==> config.mk <==
export PLATFORM = sky130hd
export DESIGN_NAME = tiered_hotness_counter_table
export DESIGN_NICKNAME = d
export VERILOG_FILES = /design/src/sv/thct_pkg.sv /design/src/sv/thct_ctrl.sv /design/src/sv/thct_datapath.sv /design/src/sv/tiered_hotness_counter_table.sv
export SDC_FILE = /design/constraint.sdc
export NUM_CORES = 2
export LEC_CHECK = 0
export BUFFER_PORTS_ARGS = -buffer_cell sky130_fd_sc_hd__buf_2
export CAP_MARGIN = 20
export CORE_MARGIN = 5
export CORE_UTILIZATION = 56
export DETAILED_ROUTE_END_ITERATION = 8
export GPL_TIMING_DRIVEN = 0
export PLACE_DENSITY_LB_ADDON = 0.05
export SLEW_MARGIN = 15
export SYNTH_ARGS = -nofsm -noshare
export SYNTH_HDL_FRONTEND = slang
export SYNTH_SLANG_ARGS = --single-unit
==> constraint.sdc <==
create_clock -name clk -period 11.79 [get_ports clk]
set_input_delay 2.358 -clock clk [delete_from_list [all_inputs] [get_ports clk]]
set_output_delay 2.358 -clock clk [all_outputs]
set_load 0.005 [all_outputs]
==> src/sv/thct_pkg.sv <==
// Shared types and constants for the tiered hotness counter table.
// No dependencies; every other file in the project imports this package.
package thct_pkg;

  localparam int TABLE_DEPTH = 64;
  localparam int IDX_W       = (TABLE_DEPTH > 1) ? $clog2(TABLE_DEPTH) : 1;
  localparam int CNT_W       = $clog2(TABLE_DEPTH + 1);

  localparam int KEY_W      = 32;
  localparam int COUNT_W    = 16;
  localparam int MODE_W     = 2;
  localparam int SLOT_W     = 6;
  localparam int CFG_IDX_W  = 1;
  localparam int CFG_DATA_W = 16;

  localparam logic [COUNT_W-1:0] COUNT_MAX = '1;

  // Configuration register indexes.
  localparam logic [CFG_IDX_W-1:0] REG_TIER1_LIMIT = 1'd0;
  localparam logic [CFG_IDX_W-1:0] REG_TIER2_LIMIT = 1'd1;

  localparam logic [COUNT_W-1:0] TIER1_LIMIT_RST = 16'd1000;
  localparam logic [COUNT_W-1:0] TIER2_LIMIT_RST = 16'd10000;

  // Execution modes, also the tier codes held in the table.
  localparam logic [MODE_W-1:0] MODE_INTERP = 2'd0;
  localparam logic [MODE_W-1:0] MODE_TIER1  = 2'd1;
  localparam logic [MODE_W-1:0] MODE_TIER2  = 2'd2;
  localparam logic [MODE_W-1:0] MODE_FULL   = 2'd3;

  // Promotion codes.
  localparam logic [MODE_W-1:0] PROMO_NONE  = 2'd0;
  localparam logic [MODE_W-1:0] PROMO_TIER1 = 2'd1;
  localparam logic [MODE_W-1:0] PROMO_TIER2 = 2'd2;

  typedef struct packed {
    logic [MODE_W-1:0]  tier;
    logic [COUNT_W-1:0] count;
  } entry_t;

  // Commands from the controller to the datapath.
  typedef struct packed {
    logic load_key;   // capture the key and restart the scan
    logic scan;       // issue the next key read
    logic rd_entry;   // key matched: fetch the entry of the matched slot
    logic insert;     // key absent: store it in the next free slot
    logic update;     // count, promote, write back and present the result
    logic reject;     // table full: present a rejected result
  } thct_cmd_t;

  // Status from the datapath to the controller.
  typedef struct packed {
    logic hit;
    logic miss;
    logic full;
  } thct_status_t;

endpackage

==> src/sv/thct_ctrl.sv <==
// Controller state machine of the tiered hotness counter table.
// Depends on thct_pkg for the command and status structs.
module thct_ctrl
  import thct_pkg::*;
(
  input  logic         clk,
  input  logic         rst_n,
  input  logic         start,
  output logic         busy,
  input  thct_status_t status,
  output thct_cmd_t    cmd
);

  localparam logic [1:0] ST_IDLE   = 2'd0;
  localparam logic [1:0] ST_SCAN   = 2'd1;
  localparam logic [1:0] ST_UPDATE = 2'd2;

  logic [1:0] state_r;
  logic [1:0] state_nxt;

  always_comb begin
    state_nxt = state_r;
    cmd       = '0;
    unique case (state_r)
      ST_IDLE: begin
        if (start) begin
          cmd.load_key = 1'b1;
          state_nxt    = ST_SCAN;
        end
      end
      ST_SCAN: begin
        cmd.scan = 1'b1;
        if (status.hit) begin
          cmd.rd_entry = 1'b1;
          state_nxt    = ST_UPDATE;
        end else if (status.miss) begin
          if (status.full) begin
            cmd.reject = 1'b1;
            state_nxt  = ST_IDLE;
          end else begin
            cmd.insert = 1'b1;
            state_nxt  = ST_UPDATE;
          end
        end
      end
      ST_UPDATE: begin
        cmd.update = 1'b1;
        state_nxt  = ST_IDLE;
      end
      default: begin
        state_nxt = ST_IDLE;
      end
    endcase
  end

  always_ff @(posedge clk) begin
    if (!rst_n) begin
      state_r <= ST_IDLE;
    end else begin
      state_r <= state_nxt;
    end
  end

  assign busy = (state_r != ST_IDLE);

endmodule

==> src/sv/thct_datapath.sv <==
// Datapath of the tiered hotness counter table: key and entry memories,
// scan pipeline, occupancy count, limit registers and result registers.
// Depends on thct_pkg; driven by thct_ctrl through thct_cmd_t.
module thct_datapath
  import thct_pkg::*;
(
  input  logic                  clk,
  input  logic                  rst_n,
  input  thct_cmd_t             cmd,
  output thct_status_t          status,
  input  logic [KEY_W-1:0]      in_method_key,
  input  logic                  cfg_valid,
  input  logic [CFG_IDX_W-1:0]  cfg_index,
  input  logic [CFG_DATA_W-1:0] cfg_data,
  output logic                  out_valid,
  output logic [MODE_W-1:0]     out_exec_mode,
  output logic [MODE_W-1:0]     out_promoted_to,
  output logic [COUNT_W-1:0]    out_call_count,
  output logic [SLOT_W-1:0]     out_entry_slot,
  output logic                  out_was_inserted
);

  logic [KEY_W-1:0] key_mem [TABLE_DEPTH];
  entry_t           ent_mem [TABLE_DEPTH];

  logic [KEY_W-1:0]   key_r;
  logic [CNT_W-1:0]   entries_used_r;
  logic [CNT_W-1:0]   scan_idx_r;
  logic               cmp_v_r;
  logic [IDX_W-1:0]   cmp_idx_r;
  logic [KEY_W-1:0]   key_rd_r;
  entry_t             ent_rd_r;
  logic [IDX_W-1:0]   slot_r;
  logic               ins_r;
  logic [COUNT_W-1:0] tier1_limit_r;
  logic [COUNT_W-1:0] tier2_limit_r;

  logic               out_valid_r;
  logic [MODE_W-1:0]  out_mode_r;
  logic [MODE_W-1:0]  out_promo_r;
  logic [COUNT_W-1:0] out_count_r;
  logic [SLOT_W-1:0]  out_slot_r;
  logic               out_ins_r;

  logic               issue;
  logic [COUNT_W-1:0] old_count;
  logic [COUNT_W-1:0] new_count;
  logic [MODE_W-1:0]  cur_mode;
  logic [MODE_W-1:0]  new_tier;
  logic [MODE_W-1:0]  promo;

  assign issue = cmd.scan && (scan_idx_r < entries_used_r);

  assign status.hit  = cmp_v_r && (key_rd_r == key_r);
  assign status.miss = !cmp_v_r && (scan_idx_r == entries_used_r);
  assign status.full = (entries_used_r == CNT_W'(TABLE_DEPTH));

  // A freshly inserted entry starts at count zero, tier zero.
  assign old_count = ins_r ? '0 : ent_rd_r.count;
  assign cur_mode  = ins_r ? MODE_INTERP : ent_rd_r.tier;
  assign new_count = (old_count == COUNT_MAX) ? old_count : old_count + 1'b1;

  always_comb begin
    new_tier = cur_mode;
    promo    = PROMO_NONE;
    case (cur_mode)
      MODE_INTERP: begin
        if (new_count >= tier1_limit_r) begin
          new_tier = MODE_TIER1;
          promo    = PROMO_TIER1;
        end
      end
      MODE_TIER1: begin
        if (new_count >= tier2_limit_r) begin
          new_tier = MODE_TIER2;
          promo    = PROMO_TIER2;
        end
      end
      default: begin
        new_tier = cur_mode;
      end
    endcase
  end

  // Memories: one write and one registered read per cycle each.
  always_ff @(posedge clk) begin
    if (issue) begin
      key_rd_r <= key_mem[scan_idx_r[IDX_W-1:0]];
    end
    if (cmd.insert) begin
      key_mem[entries_used_r[IDX_W-1:0]] <= key_r;
    end
  end

  always_ff @(posedge clk) begin
    if (cmd.rd_entry) begin
      ent_rd_r <= ent_mem[cmp_idx_r];
    end
    if (cmd.update) begin
      ent_mem[slot_r] <= '{tier: new_tier, count: new_count};
    end
  end

  // Payload registers.
  always_ff @(posedge clk) begin
    if (cmd.load_key) begin
      key_r <= in_method_key;
    end
    if (issue) begin
      cmp_idx_r <= scan_idx_r[IDX_W-1:0];
    end
    if (cmd.rd_entry) begin
      slot_r <= cmp_idx_r;
      ins_r  <= 1'b0;
    end else if (cmd.insert) begin
      slot_r <= entries_used_r[IDX_W-1:0];
      ins_r  <= 1'b1;
    end
    if (cmd.update) begin
      out_mode_r  <= cur_mode;
      out_promo_r <= promo;
      out_count_r <= new_count;
      out_slot_r  <= SLOT_W'(slot_r);
      out_ins_r   <= ins_r;
    end else if (cmd.reject) begin
      out_mode_r  <= MODE_FULL;
      out_promo_r <= PROMO_NONE;
      out_count_r <= '0;
      out_slot_r  <= '0;
      out_ins_r   <= 1'b0;
    end
  end

  // Control registers.
  always_ff @(posedge clk) begin
    if (!rst_n) begin
      entries_used_r <= '0;
      scan_idx_r     <= '0;
      cmp_v_r        <= 1'b0;
      out_valid_r    <= 1'b0;
      tier1_limit_r  <= TIER1_LIMIT_RST;
      tier2_limit_r  <= TIER2_LIMIT_RST;
    end else begin
      out_valid_r <= cmd.update || cmd.reject;
      if (cmd.load_key) begin
        scan_idx_r <= '0;
        cmp_v_r    <= 1'b0;
      end else if (cmd.scan) begin
        cmp_v_r <= issue;
        if (issue) begin
          scan_idx_r <= scan_idx_r + 1'b1;
        end
      end
      if (cmd.insert) begin
        entries_used_r <= entries_used_r + 1'b1;
      end
      if (cfg_valid) begin
        unique case (cfg_index)
          REG_TIER1_LIMIT: tier1_limit_r <= cfg_data;
          REG_TIER2_LIMIT: tier2_limit_r <= cfg_data;
          default: begin
            tier1_limit_r <= tier1_limit_r;
          end
        endcase
      end
    end
  end

  assign out_valid        = out_valid_r;
  assign out_exec_mode    = out_mode_r;
  assign out_promoted_to  = out_promo_r;
  assign out_call_count   = out_count_r;
  assign out_entry_slot   = out_slot_r;
  assign out_was_inserted = out_ins_r;

  // The occupancy count never runs past the table.
  assert property (@(posedge clk) disable iff (!rst_n)
    entries_used_r <= CNT_W'(TABLE_DEPTH))
    else $error("occupancy count exceeds table depth");

  // A rejection is only issued when every slot is taken.
  assert property (@(posedge clk) disable iff (!rst_n)
    cmd.reject |-> status.full)
    else $error("rejection while table has free slots");

  // An insertion grows the table by exactly one entry.
  assert property (@(posedge clk) disable iff (!rst_n)
    cmd.insert |=> entries_used_r == $past(entries_used_r) + 1'b1)
    else $error("insertion did not advance occupancy");

  // Every accepted call reports a count of at least one.
  assert property (@(posedge clk) disable iff (!rst_n)
    (out_valid_r && out_mode_r != MODE_FULL) |-> out_count_r != '0)
    else $error("accepted call reports zero count");

  // Only one result per update or rejection.
  assert property (@(posedge clk) disable iff (!rst_n)
    out_valid_r |-> $past(cmd.update || cmd.reject))
    else $error("result strobe without a finished item");

endmodule

==> src/sv/tiered_hotness_counter_table.sv <==
// Top level of the tiered hotness counter table: connects the controller
// and the datapath. Depends on thct_pkg, thct_ctrl and thct_datapath.
//
//   Channel   Handshake                 Payload
//   -------   -----------------------   ------------------------------------
//   input     start, busy               in_method_key
//   result    out_valid (strobe)        out_exec_mode, out_promoted_to,
//                                       out_call_count, out_entry_slot,
//                                       out_was_inserted
//   config    cfg_valid, cfg_ready      cfg_index, cfg_data
//
// An item found at slot k is finished sooner than one found further on; a new
// key or a rejection first scans every entry in use, so a full 64 entry table
// costs the most per item. The time is set by the scan, which reads the key
// memory one slot per cycle through its single registered read port.
// Reset clears the occupancy count, the scan and the state machine and loads
// the limits with 1000 and 10000; the memories need no clearing pass because
// only slots below the occupancy count are ever read. The result strobe lasts
// one cycle and cannot be stalled; a new item may start in that same cycle.
module tiered_hotness_counter_table
  import thct_pkg::*;
(
  input  logic                  clk,
  input  logic                  rst_n,
  // Input items.
  input  logic                  start,
  output logic                  busy,
  input  logic [KEY_W-1:0]      in_method_key,
  // Result items.
  output logic                  out_valid,
  output logic [MODE_W-1:0]     out_exec_mode,
  output logic [MODE_W-1:0]     out_promoted_to,
  output logic [COUNT_W-1:0]    out_call_count,
  output logic [SLOT_W-1:0]     out_entry_slot,
  output logic                  out_was_inserted,
  // Configuration writes.
  input  logic                  cfg_valid,
  output logic                  cfg_ready,
  input  logic [CFG_IDX_W-1:0]  cfg_index,
  input  logic [CFG_DATA_W-1:0] cfg_data
);

  thct_cmd_t    cmd;
  thct_status_t status;

  // Limit registers can be written in any cycle.
  assign cfg_ready = 1'b1;

  // The controller walks each item through scan, then update or rejection.
  thct_ctrl u_ctrl (
    .clk    (clk),
    .rst_n  (rst_n),
    .start  (start),
    .busy   (busy),
    .status (status),
    .cmd    (cmd)
  );

  // The datapath holds the table and turns each command into memory traffic.
  thct_datapath u_datapath (
    .clk              (clk),
    .rst_n            (rst_n),
    .cmd              (cmd),
    .status           (status),
    .in_method_key    (in_method_key),
    .cfg_valid        (cfg_valid),
    .cfg_index        (cfg_index),
    .cfg_data         (cfg_data),
    .out_valid        (out_valid),
    .out_exec_mode    (out_exec_mode),
    .out_promoted_to  (out_promoted_to),
    .out_call_count   (out_call_count),
    .out_entry_slot   (out_entry_slot),
    .out_was_inserted (out_was_inserted)
  );

endmodule

# == Word-level counts from Yosys, hierarchy flattened ==
# Memories as Yosys holds them, arrays and structs flattened. A register that Yosys moved wholly into a read port is not among the register bits.
# Cells that the tools add are included.
# totals
input_bits,53
ff_bits,122
n_memories,2
mem_bits_rw,3200
# op_classes
n_mux,42
eq_ne,9
n_lt_le_gt_ge,3
bitwise_logic,2
n_reduce_logical,15
add_sub_neg,3
# memory_table
memory,words,width,read_ports,rd_ports_with_merged_regs,write_ports,line_no,source
u_datapath.key_mem,64,32,1,1,1,thct_datapath.sv:23,logic [KEY_W-1:0] key_mem [TABLE_DEPTH];
u_datapath.ent_mem,64,18,1,1,1,thct_datapath.sv:24,entry_t ent_mem [TABLE_DEPTH];
# ops
operator,n
$mux W16,4
$eq A32 B32 Y1,1
$ge A16 B16 Y1,2
$mux W2,12
$mux W6,4
$mux W1,18
$add A16 B1 Y16 const B,1
$eq A16 B16 Y1 const B,1
$add A7 B1 Y7 const B,2
$pmux W2 S2,3
$reduce_and A2 Y1,4
$eq A7 B7 Y1,1
$eq A7 B7 Y1 const B,1
$lt A7 B7 Y1,1
$reduce_bool A2 Y1,3
$eq A2 B1 Y1 const B,2
$logic_not A2 Y1,2
$logic_and A1 B1 Y1,3
$mux W3,1
$ne A3 B3 Y1 const B,1
$eq A2 B2 Y1 const B,1
$ne A2 B2 Y1 const B,1
$not A1 Y1,2
$reduce_or A2 Y1,1
2 further kinds,2

# == Logic depth before layout (Yosys ltp) ==
# depth
ltp_word,7
ltp_mapped,15
ltp_nobuf,14

# == Hierarchy ==
# A second synthesis with hierarchy kept.
# hier_totals
hier_cells,5813
area_unflattened_um2,128648.4
# by_module_without_submodules
mod,area_per_inst_um2,instances,cells_each,seq_area_each_um2
thct_datapath,128497.0,1,5795,100706.6
thct_ctrl,140.1,1,16,40.0
tiered_hotness_counter_table,11.3,1,2,0.0

# == Worst setup path after synthesis ==
# Ideal clock, no wire load.
# synth_path
path_type,register -> register
start,register u_datapath.ins_r
end,memory u_datapath.ent_mem[0][17] (netlist name) (data pin)
slack_ps,4153
stages_incl_launch_ff,16
t_arrival_ps,6936
required_time_ps,11088
path_cell_list,dfxtp_1 clkbuf_1 nor2b_1 ha_1 nand3_1 or3b_1 clkbuf_1 nand4_1 xor2_1 ha_1 a21o_1 a221oi_1 o221ai_1 a21oi_1 o21a_1 o21ai_0
# synth_via
elab_chain_len,6
elab_cells_between_ends,12
cone_classes,1 x add/sub; 2 x order compare; 2 x eq/ne; 6 x mux; 1 x reduce/logical
# synth_rtl
element,line_no,source
start: declaration,thct_datapath.sv:34,logic ins_r;
start signal: assignment,thct_datapath.sv:114,ins_r <= 1'b0;
start signal: assignment,thct_datapath.sv:117,ins_r <= 1'b1;
$mux W16 *,thct_datapath.sv:59,assign old_count = ins_r ? '0 : ent_rd_r.count;
$add A16 B1 Y16 or $eq A16 B16 Y1 (tied branches),thct_datapath.sv:61,assign new_count = (old_count == COUNT_MAX) ? old_count : old_count + 1'b1;
$mux W16 *,thct_datapath.sv:61,
named net u_datapath.new_count[5],thct_datapath.sv:47,logic [COUNT_W-1:0] new_count;
$ge A16 B16 Y1 (on tied branches),"thct_datapath.sv:74, thct_datapath.sv:68",
$mux W2 (on tied branches),"thct_datapath.sv:74, thct_datapath.sv:68",
$pmux W2 S2 *,thct_datapath.sv:66,case (cur_mode)
named net u_datapath.new_tier[1],thct_datapath.sv:49,logic [MODE_W-1:0] new_tier;
end: declaration,thct_datapath.sv:24,
# The timed path passes the listed nets; every way through them passes the cells marked *.

# == Worst setup path after layout ==
# layout_path
start,register u_datapath.scan_idx_r[0]
end,memory u_datapath.key_mem[31][29] (enable)
# layout_via
elab_chain_len,7
# layout_rtl
element,line_no,source
start: declaration,thct_datapath.sv:28,logic [CNT_W-1:0] scan_idx_r;
start signal: assignment,thct_datapath.sv:151,scan_idx_r <= scan_idx_r + 1'b1;
$eq A7 B7 Y1,thct_datapath.sv:55,assign status.miss = !cmp_v_r && (scan_idx_r == entries_used_r);
$logic_and A1 B1 Y1,thct_datapath.sv:55,
$mux W1,thct_ctrl.sv:36,end else if (status.miss) begin
$mux W1,thct_ctrl.sv:33,if (status.hit) begin
$mux W3,thct_ctrl.sv:24,unique case (state_r)
$mux W1,thct_datapath.sv:90,if (cmd.insert) begin
$mux W1 (implied by the code),thct_datapath.sv:91,key_mem[entries_used_r[IDX_W-1:0]] <= key_r;
end: declaration,thct_datapath.sv:23,
# No other way between the ends.

==> metrics <==
met1 wire length=137100 microns; top sig layer=met5; area leader, netlist=edfxtp_1; dominant synthesized flop cell=edfxtp_1; die area=241200 sq um; CP startpoint kind=flip-flop; Die X-Extent=491.1 microns; WL final=380400 microns; first-pass GRT wire length=523400 microns; complex-gate fraction of the synthesized area=1.516%; hpwl dp=262200 microns; Critical Path RT=12.42 ns; initial core utilization=56.32%; switching share of power=20.11%; Seq/Total Area, Yosys=77.73%; r2r setup slk=5.61 ns; Peak Freq=161.9 MHz; final setup margin=5.614 ns; Worst EP arrival=6.81 ns; Area Growth Syn to Fin=16.86%; Slew headroom=16.05%; Worst Setup SP=u_datapath.scan_idx_r[0]; FF-to-FF End=u_datapath.key_mem[31][29]; Synth Area in XOR/XNOR=0.3176%; layout cells sized above 1=31.97%; mapped cell area=129600 sq um; Fin. Hold Viols=0; maxcap violations=0; peak supply drop=0.1667 mV; wire per inst=39.47 microns; Core Area=230100 sq um; Synth top area share=76.95%; Die Y=491.1 microns; Hold-fix buffers, CTS=0; cell-internal power=0.01941 W; GR Util All Layers=31.63%; Setup crit end kind=flip-flop; post-synthesis adder-cell area fraction=0.4151%; clock group share of total power=43.0%; post-synth cell types=66; Port Buffers=81; endpoints failing setup=0; First-pass DRT Iterations=5; unrepaired setup endpoints after global routing=false; initial DRC count=9767; via count=65030; Worst-Margin Slew=1.250 ns; Final nets=6443; static leakage=46.68 nW; WL met2=183400 microns; fin util=65.82%; most common cell in the netlist=edfxtp_1; synthesized instance count=5600; YS warnings=0; Worst Setup EP=u_datapath.key_mem[31][29]; Worst-Skew Late Latency=0.96 ns; r2r startpoint=u_datapath.scan_idx_r[0]; skew final=0.04884 ns; WS Path Type=reg -> reg; status=finished, final reports clean; Pwr Density=160.4 nW/um^2; IO Count=83; average via count per standard cell=6.748; sequential power share=54.5%; CTS sink cnt=3372; CTS Buffer Depth=4; largest net degree at the start of global routing=68; R2R cell count=16; row count=176; Hold WC Path Type=reg -> reg; clk slew on worst S/H paths=0.06 ns; initial antenna violation count=7; H-tree Lvls=5; DR WL met3=36640 microns; Placement Cell Area=140800 sq um; Overflow after GRT=0; DP Worst Slack=5.821 ns; CTS tree=built; total CTS buffers=350; EDFF count, synth=3321; # DRC=0; Synth Area in Simple Gates=1.731%; post-CTS resize count=0; GPL Wtd Cong=0.9055; fin crit share=52.38%; root cell of the clock tree=clkbuf_16; Design Area, Final=151500 sq um; Design Power=0.02430 W; main combinational cell family by area after synthesis=multiplexers; Routed Antenna Nets=0; synth cell count leaders=3321 x edfxtp_1, 944 x mux4_2, 189 x nor2_1; post-CTS setup buffers=0; setup TNS=0 ns; largest cells by area after synthesis=edfxtp_1 77%, mux4_2 16%, dfxtp_1 0.79%, mux2i_1 0.57%, nor2_1 0.55%; Synth Register Bits=3372; number of max-slew violations in the final report=0; vias in the first global route=64550; Max Fanout on Critical Path=11; asr flop ratio synth=0%; syn_area_per_cell=23.14 sq um; NetSw=0.004885 W; fin crit period=6.176 ns; Syn Nets=5696; Comb power frac=2.5%; post-synthesis mux area share=17.05%
-- layout make-up --
type / count / area [sq um]
timing repair buffer: 395 / 6521
sequential: 3372 / 100700
fill: 14660 / 78660
inverter: 49 / 183.9
buffer: 287 / 1421
antenna: 4 / 10.01
multi-input combinational: 1892 / 28150
clock inverter: 184 / 1453
clock buffer: 427 / 9183
tap: 3026 / 3786
-- power groups by stage --
stage / combinational, W / clock (W) / sequential [W]
floorplan: 0.000230 / 0 / 0.0135
global placement: 0.000373 / 0 / 0.0136
detailed placement: 0.000603 / 0 / 0.0135
CTS: 0.000605 / 0.0106 / 0.0132
global route: 0.000636 / 0.0111 / 0.0132
finish: 0.000609 / 0.0104 / 0.0132
-- sequential cells by signal, summed over array words and instances (netlist names), 2 cells and up --
register                    count
u_datapath.out_exec_mode        2
u_datapath.ent_mem           1152
u_datapath.key_mem           2048
u_datapath.ent_rd_r            18
u_ctrl.state_r                  2
u_datapath.key_r               32
u_datapath.entries_used_r       7
u_datapath.tier1_limit_r       16
u_datapath.key_rd_r            32
u_datapath.tier2_limit_r       16
u_datapath.out_entry_slot       6
u_datapath.out_call_count      16
u_datapath.out_promoted_to      2
u_datapath.slot_r               6
u_datapath.cmp_idx_r            6
u_datapath.scan_idx_r           7
-- kinds of logic after synthesis --
kind of cell,after synthesis
multiplexers,1027
AO/OA/AOI/OAI,281
adder cells (fa/ha/maj),43
other,1
AND/OR/NAND/NOR,493
buffers and inverters,336
XOR/XNOR,47
flip-flops,3372
-- routing by layer --
layer	global-route usage [%]	vias up
met5	0	-
met4	15.66	2
met3	6.955	879
met2	50.29	3890
met1	42.14	34890
li1	-	25370
-- layout by cell type (no fill, tap or decap), types with 53 or more instances in the layout --
cell       count
clkinv_1      82
buf_16        89
nor2_4        90
mux2i_1       74
clkinv_2      64
clkbuf_16    354
nor2_1        53
edfxtp_1    3321
clkbuf_1     184
buf_12        95
buf_2        172
buf_6         54
a22oi_1       61
nand2_1      140
buf_8         84
mux4_2       944
-- worst min path at each step --
stage,startpoint,end,slack [ns],cells after the start
after floorplan,u_datapath.scan_idx_r[2],u_datapath.cmp_idx_r[2],0.43,0
after global placement,u_datapath.tier2_limit_r[3],u_datapath.tier2_limit_r[3],0.46,2
after CTS,u_datapath.tier2_limit_r[7],u_datapath.tier2_limit_r[7],0.47,2
after global routing,u_datapath.tier2_limit_r[5],u_datapath.tier2_limit_r[5],0.49,2
final,u_datapath.tier2_limit_r[1],u_datapath.tier2_limit_r[1],0.47,2
after detailed placement,u_datapath.tier2_limit_r[7],u_datapath.tier2_limit_r[7],0.46,2
-- through the flow --
stage                     instances  hold WS [ns]
after global placement         8707        0.4574
final                          9636        0.4669
after floorplan                5600        0.4314
after global routing           9633        0.4900
after CTS                      9628        0.4705
after detailed placement       9017        0.4624
-- worst max-delay path: stages, from the launching register on --
cell and delay (ns):
dfxtp_1 0.43, buf_4 0.40, buf_6 0.24, buf_6 0.24
buf_4 0.34, buf_2 0.34, inv_1 0.13, ha_1 0.29
nand4_1 0.11, nor3_2 0.39, and3_1 0.22, clkbuf_1 0.25
nand3_1 0.87, nor2_4 0.88, buf_16 0.24, buf_16 0.19
buf_12 0.19
No activity file was read; power rests on OpenSTA's default activity.
